===== config.mk =====
export PLATFORM = sky130hd
export DESIGN_NAME = fixed_partition_fit_allocator
export DESIGN_NICKNAME = d
export VERILOG_FILES = /design/src/hw/rtl/fpfa_pkg.sv /design/src/hw/rtl/fpfa_cell.sv /design/src/hw/rtl/fixed_partition_fit_allocator.sv
export SDC_FILE = /design/constraint.sdc
export NUM_CORES = 2
export LEC_CHECK = 0
export BUFFER_PORTS_ARGS = -buffer_cell sky130_fd_sc_hd__buf_4
export CORE_MARGIN = 4
export CORE_UTILIZATION = 25
export CTS_CLUSTER_DIAMETER = 50
export DETAILED_ROUTE_END_ITERATION = 10
export GPL_ROUTABILITY_DRIVEN = 1
export MAX_ROUTING_LAYER = met4
export PLACE_DENSITY = 0.44
export REMOVE_ABC_BUFFERS = 1
export SYNTH_ARGS = -nofsm -noshare
export SYNTH_HDL_FRONTEND = slang
export SYNTH_SLANG_ARGS = --single-unit
export TNS_END_PERCENT = 30

===== constraint.sdc =====
create_clock -name clk -period 5 [get_ports clk]
set_input_delay 0.25 -clock clk [delete_from_list [all_inputs] [get_ports clk]]
set_output_delay 0.25 -clock clk [all_outputs]
set_load 0.005 [all_outputs]

===== src/hw/rtl/fpfa_pkg.sv =====
// Shared constants and types for the fixed partition fit allocator.
`default_nettype none

package fpfa_pkg;

    // Default sizing
    localparam int NUM_PARTITIONS_DEF = 16;
    localparam int SIZE_BITS_DEF      = 16;

    // Fit modes
    localparam logic [1:0] MODE_FIRST = 2'd0;
    localparam logic [1:0] MODE_BEST  = 2'd1;
    localparam logic [1:0] MODE_WORST = 2'd2;

    // Commands (travel on s_tuser)
    localparam logic CMD_LOAD  = 1'b0;
    localparam logic CMD_ALLOC = 1'b1;

    // Register indexes (paddr[2])
    localparam logic REG_FIT_MODE = 1'b0;
    localparam logic REG_IN_USE   = 1'b1;

    // Reset values of the registers
    localparam logic [1:0] FIT_MODE_RST = MODE_FIRST;
    localparam logic [4:0] IN_USE_RST   = 5'd16;

    // Field widths
    localparam int PIDX_W   = 4;
    localparam int AMT_W    = 16;
    localparam int REQNUM_W = 16;
    localparam int INUSE_W  = 5;
    localparam int S_DATA_W = 24;
    localparam int M_DATA_W = 40;

    // Control part of the search word that moves down the cell row
    typedef struct packed {
        logic       valid;
        logic       found;
        logic [1:0] mode;
    } tok_ctl_t;

endpackage : fpfa_pkg

`default_nettype wire


===== src/hw/rtl/fpfa_cell.sv =====
// One partition cell: holds capacity and used amount, and refines the search word.
`default_nettype none

module fpfa_cell #(
    parameter int IDX       = 0,
    parameter int IDX_W     = 4,
    parameter int SIZE_BITS = 16
) (
    input  wire                         clk,
    input  wire                         rst_n,
    input  wire  [fpfa_pkg::INUSE_W-1:0] limit,
    // load broadcast
    input  wire                         ld_en,
    input  wire  [fpfa_pkg::PIDX_W-1:0] ld_idx,
    input  wire  [SIZE_BITS-1:0]        ld_amt,
    // commit broadcast
    input  wire                         cm_en,
    input  wire  [IDX_W-1:0]            cm_sel,
    input  wire  [SIZE_BITS-1:0]        cm_amt,
    // search word in
    input  fpfa_pkg::tok_ctl_t          ctl_in,
    input  wire  [SIZE_BITS-1:0]        amt_in,
    input  wire  [IDX_W-1:0]            sel_in,
    input  wire  [SIZE_BITS-1:0]        free_in,
    input  wire  [SIZE_BITS-1:0]        cap_in,
    // search word out (registered)
    output fpfa_pkg::tok_ctl_t          ctl_out,
    output logic [SIZE_BITS-1:0]        amt_out,
    output logic [IDX_W-1:0]            sel_out,
    output logic [SIZE_BITS-1:0]        free_out,
    output logic [SIZE_BITS-1:0]        cap_out
);
    import fpfa_pkg::*;

    logic [SIZE_BITS-1:0] cap_reg;
    logic [SIZE_BITS-1:0] used_reg;
    logic [SIZE_BITS-1:0] free_space;
    logic                 in_use;
    logic                 fits;
    logic                 take;
    tok_ctl_t             ctl_reg;
    logic [SIZE_BITS-1:0] amt_reg;
    logic [IDX_W-1:0]     sel_reg;
    logic [SIZE_BITS-1:0] free_reg;
    logic [SIZE_BITS-1:0] cap_o_reg;

    // free space and fit decision
    always_comb
    begin
        free_space = (used_reg > cap_reg) ? '0 : (cap_reg - used_reg);
        in_use     = (32'(IDX) < 32'(limit));
        fits       = ctl_in.valid && in_use && (free_space >= amt_in);
        take       = 1'b0;
        case (ctl_in.mode)
            MODE_FIRST: take = fits && !ctl_in.found;
            MODE_BEST:  take = fits && (!ctl_in.found || (free_space < free_in));
            MODE_WORST: take = fits && (!ctl_in.found || (free_space > free_in));
            default:    take = 1'b0;
        endcase
    end

    // partition state
    always_ff @(posedge clk or negedge rst_n)
    begin
        if (!rst_n)
        begin
            cap_reg  <= '0;
            used_reg <= '0;
        end
        else if (ld_en && (32'(ld_idx) == 32'(IDX)))
        begin
            cap_reg  <= ld_amt;
            used_reg <= '0;
        end
        else if (cm_en && (32'(cm_sel) == 32'(IDX)))
        begin
            used_reg <= used_reg + cm_amt;
        end
    end

    // search word control
    always_ff @(posedge clk or negedge rst_n)
    begin
        if (!rst_n)
        begin
            ctl_reg <= '0;
        end
        else
        begin
            ctl_reg.valid <= ctl_in.valid;
            ctl_reg.found <= ctl_in.found || take;
            ctl_reg.mode  <= ctl_in.mode;
        end
    end

    // search word data
    always_ff @(posedge clk)
    begin
        amt_reg   <= amt_in;
        sel_reg   <= take ? IDX_W'(IDX) : sel_in;
        free_reg  <= take ? free_space  : free_in;
        cap_o_reg <= take ? cap_reg     : cap_in;
    end

    assign ctl_out  = ctl_reg;
    assign amt_out  = amt_reg;
    assign sel_out  = sel_reg;
    assign free_out = free_reg;
    assign cap_out  = cap_o_reg;

endmodule : fpfa_cell

`default_nettype wire


===== src/hw/rtl/fixed_partition_fit_allocator.sv =====
// Top level: control, configuration registers and the row of partition cells.
// A load word gives no result; the next word can be taken the cycle after.
// A request word walks the cell row one cell a cycle, is held in a pending register and
// then goes to the output register; no new word is taken until it has been committed to
// the output register. A held output stalls the next request until taken.
// Reset (rst_n, async, active low) clears all capacities, used amounts and the request count.
`default_nettype none

module fixed_partition_fit_allocator #(
    parameter int NUM_PARTITIONS = fpfa_pkg::NUM_PARTITIONS_DEF,
    parameter int SIZE_BITS      = fpfa_pkg::SIZE_BITS_DEF
) (
    input  wire                           clk,
    input  wire                           rst_n,
    // input words
    input  wire                           s_tvalid,
    output logic                          s_tready,
    input  wire  [fpfa_pkg::S_DATA_W-1:0] s_tdata,  // partition_index[3:0], amount[19:4]
    input  wire  [0:0]                    s_tuser,  // command[0]
    // result words
    output logic                          m_tvalid,
    input  wire                           m_tready,
    output logic [fpfa_pkg::M_DATA_W-1:0] m_tdata,  // request_number[15:0], placed[16],
                                                    // chosen_partition[20:17],
                                                    // chosen_capacity[36:21]
    // configuration
    input  wire                           psel,
    input  wire                           penable,
    input  wire                           pwrite,
    input  wire  [2:0]                    paddr,
    input  wire  [31:0]                   pwdata,
    output logic [31:0]                   prdata,
    output logic                          pready
);
    import fpfa_pkg::*;

    localparam int IDX_W = (NUM_PARTITIONS > 1) ? $clog2(NUM_PARTITIONS) : 1;

    localparam logic [1:0] ST_IDLE = 2'd0;
    localparam logic [1:0] ST_SCAN = 2'd1;
    localparam logic [1:0] ST_PEND = 2'd2;

    logic [1:0]            state_reg, state_next;
    logic [1:0]            fit_mode_reg;
    logic [INUSE_W-1:0]    in_use_reg;
    logic [REQNUM_W-1:0]   req_cnt_reg;
    logic                  out_valid_reg;
    logic [M_DATA_W-1:0]   out_data_reg;
    logic                  pend_found_reg;
    logic [IDX_W-1:0]      pend_sel_reg;
    logic [SIZE_BITS-1:0]  pend_amt_reg;
    logic [SIZE_BITS-1:0]  pend_cap_reg;

    logic                  cfg_wr;
    logic                  accept;
    logic                  ld_en;
    logic                  commit;
    logic [SIZE_BITS-1:0]  in_amt;

    tok_ctl_t              ctl_chain  [0:NUM_PARTITIONS];
    logic [SIZE_BITS-1:0]  amt_chain  [0:NUM_PARTITIONS];
    logic [IDX_W-1:0]      sel_chain  [0:NUM_PARTITIONS];
    logic [SIZE_BITS-1:0]  free_chain [0:NUM_PARTITIONS];
    logic [SIZE_BITS-1:0]  cap_chain  [0:NUM_PARTITIONS];

    // configuration port
    assign pready = 1'b1;
    assign cfg_wr = psel && penable && pwrite;

    always_ff @(posedge clk or negedge rst_n)
    begin
        if (!rst_n)
        begin
            fit_mode_reg <= FIT_MODE_RST;
            in_use_reg   <= IN_USE_RST;
        end
        else if (cfg_wr)
        begin
            unique case (paddr[2])
                REG_FIT_MODE: fit_mode_reg <= pwdata[1:0];
                REG_IN_USE:   in_use_reg   <= pwdata[INUSE_W-1:0];
                default:      ;
            endcase
        end
    end

    always_comb
    begin
        unique case (paddr[2])
            REG_FIT_MODE: prdata = 32'(fit_mode_reg);
            REG_IN_USE:   prdata = 32'(in_use_reg);
            default:      prdata = '0;
        endcase
    end

    // input handshake and word decode
    assign s_tready = (state_reg == ST_IDLE);
    assign accept   = s_tvalid && s_tready;
    assign in_amt   = SIZE_BITS'(s_tdata[PIDX_W +: AMT_W]);
    assign ld_en    = accept && (s_tuser[0] == CMD_LOAD);
    assign commit   = (state_reg == ST_PEND) && (!out_valid_reg || m_tready);

    // search word entering the row
    assign ctl_chain[0].valid = accept && (s_tuser[0] == CMD_ALLOC);
    assign ctl_chain[0].found = 1'b0;
    assign ctl_chain[0].mode  = fit_mode_reg;
    assign amt_chain[0]       = in_amt;
    assign sel_chain[0]       = '0;
    assign free_chain[0]      = '0;
    assign cap_chain[0]       = '0;

    // cell row
    for (genvar i = 0; i < NUM_PARTITIONS; i++)
    begin : g_cell
        fpfa_cell #(
            .IDX       (i),
            .IDX_W     (IDX_W),
            .SIZE_BITS (SIZE_BITS)
        ) u_cell (
            .clk      (clk),
            .rst_n    (rst_n),
            .limit    (in_use_reg),
            .ld_en    (ld_en),
            .ld_idx   (s_tdata[PIDX_W-1:0]),
            .ld_amt   (in_amt),
            .cm_en    (commit && pend_found_reg),
            .cm_sel   (pend_sel_reg),
            .cm_amt   (pend_amt_reg),
            .ctl_in   (ctl_chain[i]),
            .amt_in   (amt_chain[i]),
            .sel_in   (sel_chain[i]),
            .free_in  (free_chain[i]),
            .cap_in   (cap_chain[i]),
            .ctl_out  (ctl_chain[i+1]),
            .amt_out  (amt_chain[i+1]),
            .sel_out  (sel_chain[i+1]),
            .free_out (free_chain[i+1]),
            .cap_out  (cap_chain[i+1])
        );
    end

    // sequencer
    always_comb
    begin
        state_next = state_reg;
        unique case (state_reg)
            ST_IDLE: if (ctl_chain[0].valid) state_next = ST_SCAN;
            ST_SCAN: if (ctl_chain[NUM_PARTITIONS].valid) state_next = ST_PEND;
            ST_PEND: if (commit) state_next = ST_IDLE;
            default: state_next = ST_IDLE;
        endcase
    end

    always_ff @(posedge clk or negedge rst_n)
    begin
        if (!rst_n)
        begin
            state_reg <= ST_IDLE;
        end
        else
        begin
            state_reg <= state_next;
        end
    end

    // finished search word held until the output slot frees
    always_ff @(posedge clk or negedge rst_n)
    begin
        if (!rst_n)
        begin
            pend_found_reg <= 1'b0;
        end
        else if (ctl_chain[NUM_PARTITIONS].valid)
        begin
            pend_found_reg <= ctl_chain[NUM_PARTITIONS].found;
        end
    end

    always_ff @(posedge clk)
    begin
        if (ctl_chain[NUM_PARTITIONS].valid)
        begin
            pend_sel_reg <= sel_chain[NUM_PARTITIONS];
            pend_amt_reg <= amt_chain[NUM_PARTITIONS];
            pend_cap_reg <= cap_chain[NUM_PARTITIONS];
        end
    end

    // result register and request count
    always_ff @(posedge clk or negedge rst_n)
    begin
        if (!rst_n)
        begin
            out_valid_reg <= 1'b0;
            req_cnt_reg   <= '0;
        end
        else
        begin
            if (commit)
            begin
                out_valid_reg <= 1'b1;
                req_cnt_reg   <= req_cnt_reg + REQNUM_W'(1);
            end
            else if (m_tready)
            begin
                out_valid_reg <= 1'b0;
            end
        end
    end

    always_ff @(posedge clk)
    begin
        if (commit)
        begin
            out_data_reg <= {{(M_DATA_W - REQNUM_W - 1 - PIDX_W - AMT_W){1'b0}},
                             pend_found_reg ? AMT_W'(pend_cap_reg) : AMT_W'(0),
                             pend_found_reg ? PIDX_W'(pend_sel_reg) : PIDX_W'(0),
                             pend_found_reg,
                             req_cnt_reg};
        end
    end

    assign m_tvalid = out_valid_reg;
    assign m_tdata  = out_data_reg;

endmodule : fixed_partition_fit_allocator

`default_nettype wire

## Word-level counts from Yosys, hierarchy flattened

Index checks and enable logic that the tools add are counted.

- Register bits: 1,475
- Output and inout bits: 75
- Logic and storage cells: 650

- Add/subtract/negate cells: 33
- $lt $le $gt $ge: 78
- Equal/unequal tests: 67
- Multiplexer cells: 100
- Bitwise gates (word level): 2
- Reduce and logical (&&, ||, !) cells: 218

Operators by type and width:

| operator | number |
|---|---|
| $mux W16 | 77 |
| $gt A16 B16 Y1 | 31 |
| $add A16 B16 Y16 | 16 |
| $ge A16 B16 Y1 | 16 |
| $sub A16 B16 Y16 | 16 |
| $lt A16 B16 Y1 | 15 |
| $logic_and A1 B1 Y1 | 116 |
| $eq A4 B4 Y1 const B | 16 |
| $pmux W32 S2 | 1 |
| $logic_or A1 B1 Y1 | 46 |
| $pmux W1 S3 | 15 |
| $lt A4 B5 Y1 const A | 8 |
| $eq A2 B1 Y1 const B | 17 |
| $eq A2 B2 Y1 const B | 17 |
| $logic_not A2 Y1 | 17 |
| $reduce_bool A2 Y1 | 17 |
| $eq A4 B3 Y1 const B | 8 |
| $lt A3 B5 Y1 const A | 4 |
| $add A16 B1 Y16 const B | 1 |
| $eq A4 B2 Y1 const B | 4 |
| $logic_not A1 Y1 | 16 |
| $lt A1 B5 Y1 const A | 2 |
| $lt A2 B5 Y1 const A | 2 |
| $eq A4 B1 Y1 const B | 2 |
| 10 further kinds | 18 |

## Longest topological paths before layout

- Depth in word-level cells: 7
- Depth in mapped cells: 24
- Mapped depth without buffers: 22

## Hierarchy

A second synthesis with hierarchy kept.

- Cell total of the unflattened synthesis: 8,914
- Area total of the unflattened synthesis: 87,696.6 um^2

Modules (own cells, without submodules):

| module | times used | cells an instance | area each (um^2) | sequential area each (um^2) |
|---|---|---|---|---|
| fpfa_cell (g_cell[14].u_cell) | 1 | 584 | 5,391.4 | 1,941.9 |
| fpfa_cell (g_cell[12].u_cell) | 1 | 534 | 5,387.7 | 1,941.9 |
| fpfa_cell (g_cell[13].u_cell) | 1 | 547 | 5,368.9 | 1,941.9 |
| fpfa_cell (g_cell[0].u_cell) | 1 | 548 | 5,363.9 | 1,941.9 |
| fpfa_cell (g_cell[5].u_cell) | 1 | 536 | 5,327.6 | 1,941.9 |
| fpfa_cell (g_cell[3].u_cell) | 1 | 565 | 5,281.3 | 1,941.9 |
| fpfa_cell (g_cell[11].u_cell) | 1 | 545 | 5,278.8 | 1,941.9 |
| fpfa_cell (g_cell[10].u_cell) | 1 | 525 | 5,241.3 | 1,941.9 |
| fpfa_cell (g_cell[1].u_cell) | 1 | 528 | 5,202.5 | 1,941.9 |
| fpfa_cell (g_cell[7].u_cell) | 1 | 558 | 5,177.5 | 1,941.9 |
| fpfa_cell (g_cell[4].u_cell) | 1 | 532 | 5,171.2 | 1,941.9 |
| fpfa_cell (g_cell[2].u_cell) | 1 | 530 | 5,159.9 | 1,941.9 |
| fpfa_cell (g_cell[15].u_cell) | 1 | 561 | 5,146.2 | 1,941.9 |
| fpfa_cell (g_cell[8].u_cell) | 1 | 528 | 5,146.2 | 1,941.9 |
| 3 more rows | n/a | n/a | n/a | n/a |

## Worst setup path after synthesis

Ideal clock, no wire load.

- Path type: flip-flop to flip-flop
- Start: register g_cell[11].u_cell.used_reg[0]
- End: register g_cell[11].u_cell.cap_o_reg[10]
- Data arrival time: 4.988 ns
- Path slack: -0.109 ns
- Cell stages (with the launch flop): 21
- Period minus slack after synthesis: 5.109 ns
- Cell sequence: dfrtp_1 > ha_1 > fa_1 > nor2b_1 > o31a_1 > o41ai_1 > o211a_1 > o31ai_1 > a21o_1 > a21oi_2 > nor4_1 > ha_1 > nand2_1 > nor2_1 > a211oi_1 > o21ai_0 > o21bai_1 > or3_1 > a311oi_4 > buf_2 > mux2_2

- Cells in the longest elaborated chain, start to end: 7
- Elaborated cells between the ends (all ways): 14
- Classes of those cells: add/sub (1); order compare (4); mux (3); reduce/logical (6)

Ends and longest elaborated chain:

| element | RTL line | text |
|---|---|---|
| from (decl) | fpfa_cell.sv:36 | `logic [SIZE_BITS-1:0] used_reg;` |
| from (signal assigned) | fpfa_cell.sv:77 | `used_reg <= used_reg + cm_amt;` |
| $sub A16 B16 Y16 / $gt A16 B16 Y1 (equally long branches) | fpfa_cell.sv:50 | `free_space = (used_reg > cap_reg) ? '0 : (cap_reg - used_reg);` |
| $mux W16 (*) | fpfa_cell.sv:50 |  |
| $ge A16 B16 Y1 (tied with other cells) | fpfa_cell.sv:52 | `fits = ctl_in.valid && in_use && (free_space >= amt_in);` |
| $logic_and A1 B1 Y1 (tied with other cells) | fpfa_cell.sv:52 |  |
| $logic_and A1 B1 Y1, on equally long branches | fpfa_cell.sv:57, fpfa_cell.sv:55, fpfa_cell.sv:56 |  |
| $pmux W1 S3 (*) | fpfa_cell.sv:54 | `case (ctl_in.mode)` |
| $mux W16 (*) | fpfa_cell.sv:102 | `cap_o_reg <= take ? cap_reg : cap_in;` |
| to (signal assigned) | fpfa_cell.sv:102 |  |
| to (decl) | fpfa_cell.sv:45 | `logic [SIZE_BITS-1:0] cap_o_reg;` |

Every way passes the cells marked *; elsewhere a longest branch is shown, timed or not.
A chain may end at the register's enable or synchronous reset.

## Worst setup path in the final report

- Start: register g_cell[9].u_cell.cap_reg[0]
- End: register g_cell[9].u_cell.cap_o_reg[1]

- Cells in the longest elaborated chain, start to end: 7
- Elaborated cells between the ends (all ways): 14
- Classes of those cells: add/sub (1); order compare (4); mux (3); reduce/logical (6)

Ends and longest elaborated chain:

| element | RTL line | text |
|---|---|---|
| from (decl) | fpfa_cell.sv:35 | `logic [SIZE_BITS-1:0] cap_reg;` |
| from (signal assigned) | fpfa_cell.sv:72 | `cap_reg <= ld_amt;` |
| $sub A16 B16 Y16 / $gt A16 B16 Y1 (equally long branches) | fpfa_cell.sv:50 |  |
| $mux W16 (*) | fpfa_cell.sv:50 |  |
| $ge A16 B16 Y1 (tied with other cells) | fpfa_cell.sv:52 |  |
| $logic_and A1 B1 Y1 (tied with other cells) | fpfa_cell.sv:52 |  |
| $logic_and A1 B1 Y1, on equally long branches | fpfa_cell.sv:57, fpfa_cell.sv:55, fpfa_cell.sv:56 |  |
| $pmux W1 S3 (*) | fpfa_cell.sv:54 |  |
| $mux W16 (*) | fpfa_cell.sv:102 |  |
| to (signal assigned) | fpfa_cell.sv:102 |  |
| to (decl) | fpfa_cell.sv:45 |  |

Marks and branches as above.

==> qor.yml <==
job:
  cap_violations: 0
critical_path:
  cp.required_ns: 5.73
  arrival_ns: 5.95
  r2r_start: "g_cell[9].u_cell.cap_reg[0]$_DFFE_PN0P_"
  reg2reg_depth: 24
  cp-start-kind: "flip-flop"
  crit_path_max_fanout: 6
  critical_path_class: "flip-flop to flip-flop"
  critPathLaunch: "g_cell[9].u_cell.cap_reg[0]$_DFFE_PN0P_"
  regToRegSetupSlack_ns: -0.22
  cp-end-kind: "flip-flop"
  timing.critical_path.to: "g_cell[9].u_cell.cap_out[1]$_DFF_P_"
  worstReg2RegEnd: "g_cell[9].u_cell.cap_out[1]$_DFF_P_"
yosys:
  syn_area_per_cell_sq_um: 9.66
  seq_area_frac_synth_pct: 40.3
  synth_edf_count: 73
  syn_inst: 8551
  ys.flop_type: "dfxtp_1"
  ys_ff_latch: 1475
  synth_top_family_by_area: "adder cells"
  synth.area.mux_share_pct: 7.57
  synthAdderAreaFrac_pct: 16.2
  synth_compound_area_share_pct: 13.9
  ys_types: 88
  ys_warn_count: 0
  async_flop_share_pct: 40.7
  synth_xor_area_share_pct: 3.94
  synth-simple-area-share_pct: 12.5
  netlist_area_sq_um: 82600
cts:
  cts_tree: "yes"
  root_buffer: "clkbuf_16"
  clock-sinks: 1475
  htreeDepth: 4
  clk-insertion-delay-late_ns: 0.88
  cts_max_path_buffers: 4
  cts.clk_slew.worst_paths_ns: 0.06
  cts_made_buffers: 202
placed_design:
  place_congestion: 0.910
  dp_cells: 13400
  hpwlAfterDp_um: 246000
  port_buffers: 77
sta:
  timing.final.crit_period_ns: 5.22
  min_period_over_period_pct: 104
  grt_setup_unrepaired: "yes"
  hold_violations: 0
  relSlewSlack_pct: 21.9
  clock.fmax_ghz: 0.192
  skew_ns: 0.0397
  final.setup.tns_ns: -8.90
  timing.final.ws_setup_ns: -0.218
  setup_viol: 126
  worstMarginPinSlew_ns: 1.17
  maxSlewViolCount: 0
floorplanning:
  coreArea_sq_um: 328000
  die_h_um: 583
  num_rows: 210
  io_pins: 142
  dieArea_sq_um: 340000
  die_x_um: 583
  start_util_pct: 25.2
finish:
  mostFrequentLayoutCells: "ha_1, inv_1, dfxtp_1"
  final_core_util_pct: 31.7
  regArea_sq_um: 33300
  area_growth_pct: 26.0
  multiInputGateArea_sq_um: 47200
  final_cells: 13951
  n_fill_cell: 33553
  finalNetCount: 10528
  layout_commonest_cell: "ha_1"
  layout-drive-gt1-share_pct: 22.2
global_routing:
  antenna_found_initial: 60
  grt_pass1_wl_um: 462000
  grt_max_degree: 110
  grt_use_total_pct: 19.1
  grt-ovfl-total: 0
  grt_pass1_vias: 65072
detailed_routing:
  first_pass_iters: 6
  drc: 0
  totalWireLength_um: 326000
  vias: 66463
  wire_per_inst_um: 23.4
  antenna_left: 0
  via_per_inst: 4.76
  drtIter0Drc: 5160
power:
  ir_drop_mv: 0.311
  power.static_leakage_nw: 47.0
  powerDensity_nw_per_um2: 581
status:
  status: "finished with violations"
  violations: "negative setup slack"
min_path:
  hp-class: "primary input to asynchronous set/reset pin"
worst min-delay path by stage:
stage                           from                                         to  slack [ns]  cells past startpoint
after floorplan                rst_n                fit_mode_reg[0]$_DFFE_PN0P_       -0.05                      0
after global placement         rst_n   g_cell[0].u_cell.cap_reg[10]$_DFFE_PN0P_        0.30                      1
after detailed placement       rst_n   g_cell[0].u_cell.cap_reg[10]$_DFFE_PN0P_        0.29                      1
after CTS                 s_tdata[1]  g_cell[11].u_cell.used_reg[4]$_DFFE_PN0P_        0.02                      4
after global routing           rst_n   g_cell[0].u_cell.cap_reg[10]$_DFFE_PN0P_        0.05                      2
final                          rst_n    g_cell[1].u_cell.cap_reg[2]$_DFFE_PN0P_        0.02                      2
area by class of cell:
type	instances	area share, %
antenna	33	0.0793
clock buffer	261	5.54
clock inverter	107	1.18
inverter	902	3.25
multi-input combinational	5952	45.4
sequential	1475	32.0
tap	4346	5.22
timing repair buffer	875	7.38
synthesized netlist by cell type, types with 14 or more instances:
master / n / area share (%)
a2111oi_0: 40 / 0.42
a211o_1: 34 / 0.36
a211oi_1: 70 / 0.64
a21boi_0: 23 / 0.21
a21o_1: 180 / 1.6
a21oi_1: 332 / 2.0
a31oi_1: 51 / 0.39
and2_1: 76 / 0.58
and3_1: 47 / 0.36
and4_1: 14 / 0.15
buf_2: 51 / 0.31
buf_4: 36 / 0.33
clkbuf_1: 153 / 0.70
dfrtp_1: 600 / 18
dfxtp_1: 801 / 19
edfxtp_1: 73 / 2.7
fa_1: 32 / 0.78
ha_1: 1021 / 15
inv_1: 901 / 4.1
mux2_2: 531 / 7.2
mux2i_1: 27 / 0.33
nand2_1: 513 / 2.3
nand2b_1: 135 / 1.0
nand3_1: 287 / 1.7
nand4_1: 69 / 0.52
nor2_1: 467 / 2.1
nor2b_1: 125 / 0.95
nor3_1: 179 / 1.1
nor3b_1: 14 / 0.13
nor4_1: 16 / 0.12
nor4b_1: 14 / 0.15
o2111ai_1: 19 / 0.20
o211ai_1: 67 / 0.61
o21a_1: 98 / 0.89
o21ai_0: 620 / 3.8
o21bai_1: 21 / 0.19
o22ai_1: 66 / 0.50
o31a_1: 18 / 0.19
o31ai_1: 61 / 0.55
o41ai_1: 15 / 0.16
or2_2: 67 / 0.51
or3_1: 60 / 0.45
xnor2_1: 170 / 1.8
xor2_1: 201 / 2.1
repair_timing:
| item | in CTS | in global routing |
|---|---|---|
| pin swaps | 102 | 150 |
| cloned | 15 | 11 |
| setup buffers | 58 | 38 |
| hold buffers | 37 | 0 |
| setup endpoints to repair | 461 | 537 |
| hold endpoints to repair | 506 | 0 |
| resized for setup | 260 | 351 |
cell families after synthesis:
family,Yosys count
xor+xnor,371
flops,1475
simple gates,2116
mux,558
buf+inv,1154
other cells,2
compound gates,1822
fa+ha+maj,1053
critical path, stage by stage, from the launching register on:
cell	delay, ns
dfrtp_1	0.37
inv_1	0.06
ha_2	0.19
fa_2	0.22
nor2b_2	0.06
o31a_1	0.28
o221a_2	0.26
o21ai_2	0.17
a21oi_2	0.08
a311o_1	0.39
a21oi_4	0.22
buf_6	0.14
buf_16	0.11
buf_4	0.12
nor2_1	0.07
ha_1	0.32
and4_1	0.20
nand3_1	0.15
nor4_2	0.42
nor3b_1	0.09
mux2_4	0.30
o211ai_4	0.21
buf_12	0.18
buf_12	0.15
mux2_4	0.31
through the flow:
stage	power, mW	cell area [sq um]	hold slack (ns)	setup WS (ns)
2_1_floorplan	30.1	81500	-0.0456	-2.01
3_3_place_gp	41.3	92900	0.299	-0.435
3_5_place_dp	41.7	92900	0.287	-0.619
4_1_cts	58.6	102000	0.0153	-0.196
5_1_grt	64.4	104000	0.0508	-0.408
6_report	60.4	104000	0.0223	-0.218
per-layer routing:
metal | part of all wire (%) | wire, um | track usage [%]
met5 | 0 | 0 | -
met4 | 3.3 | 10700 | 5.51
met3 | 5.0 | 16400 | 1.78
met2 | 44 | 145000 | 29.3
met1 | 47 | 154000 | 26.6
report_power, final:
group	total [mW]	switching, mW	internal, mW
Clock	15.1	6.04	9.04
Combinational	30.2	16.1	14.1
Sequential	15.2	1.68	13.5
(Power assumes the default switching activity.)
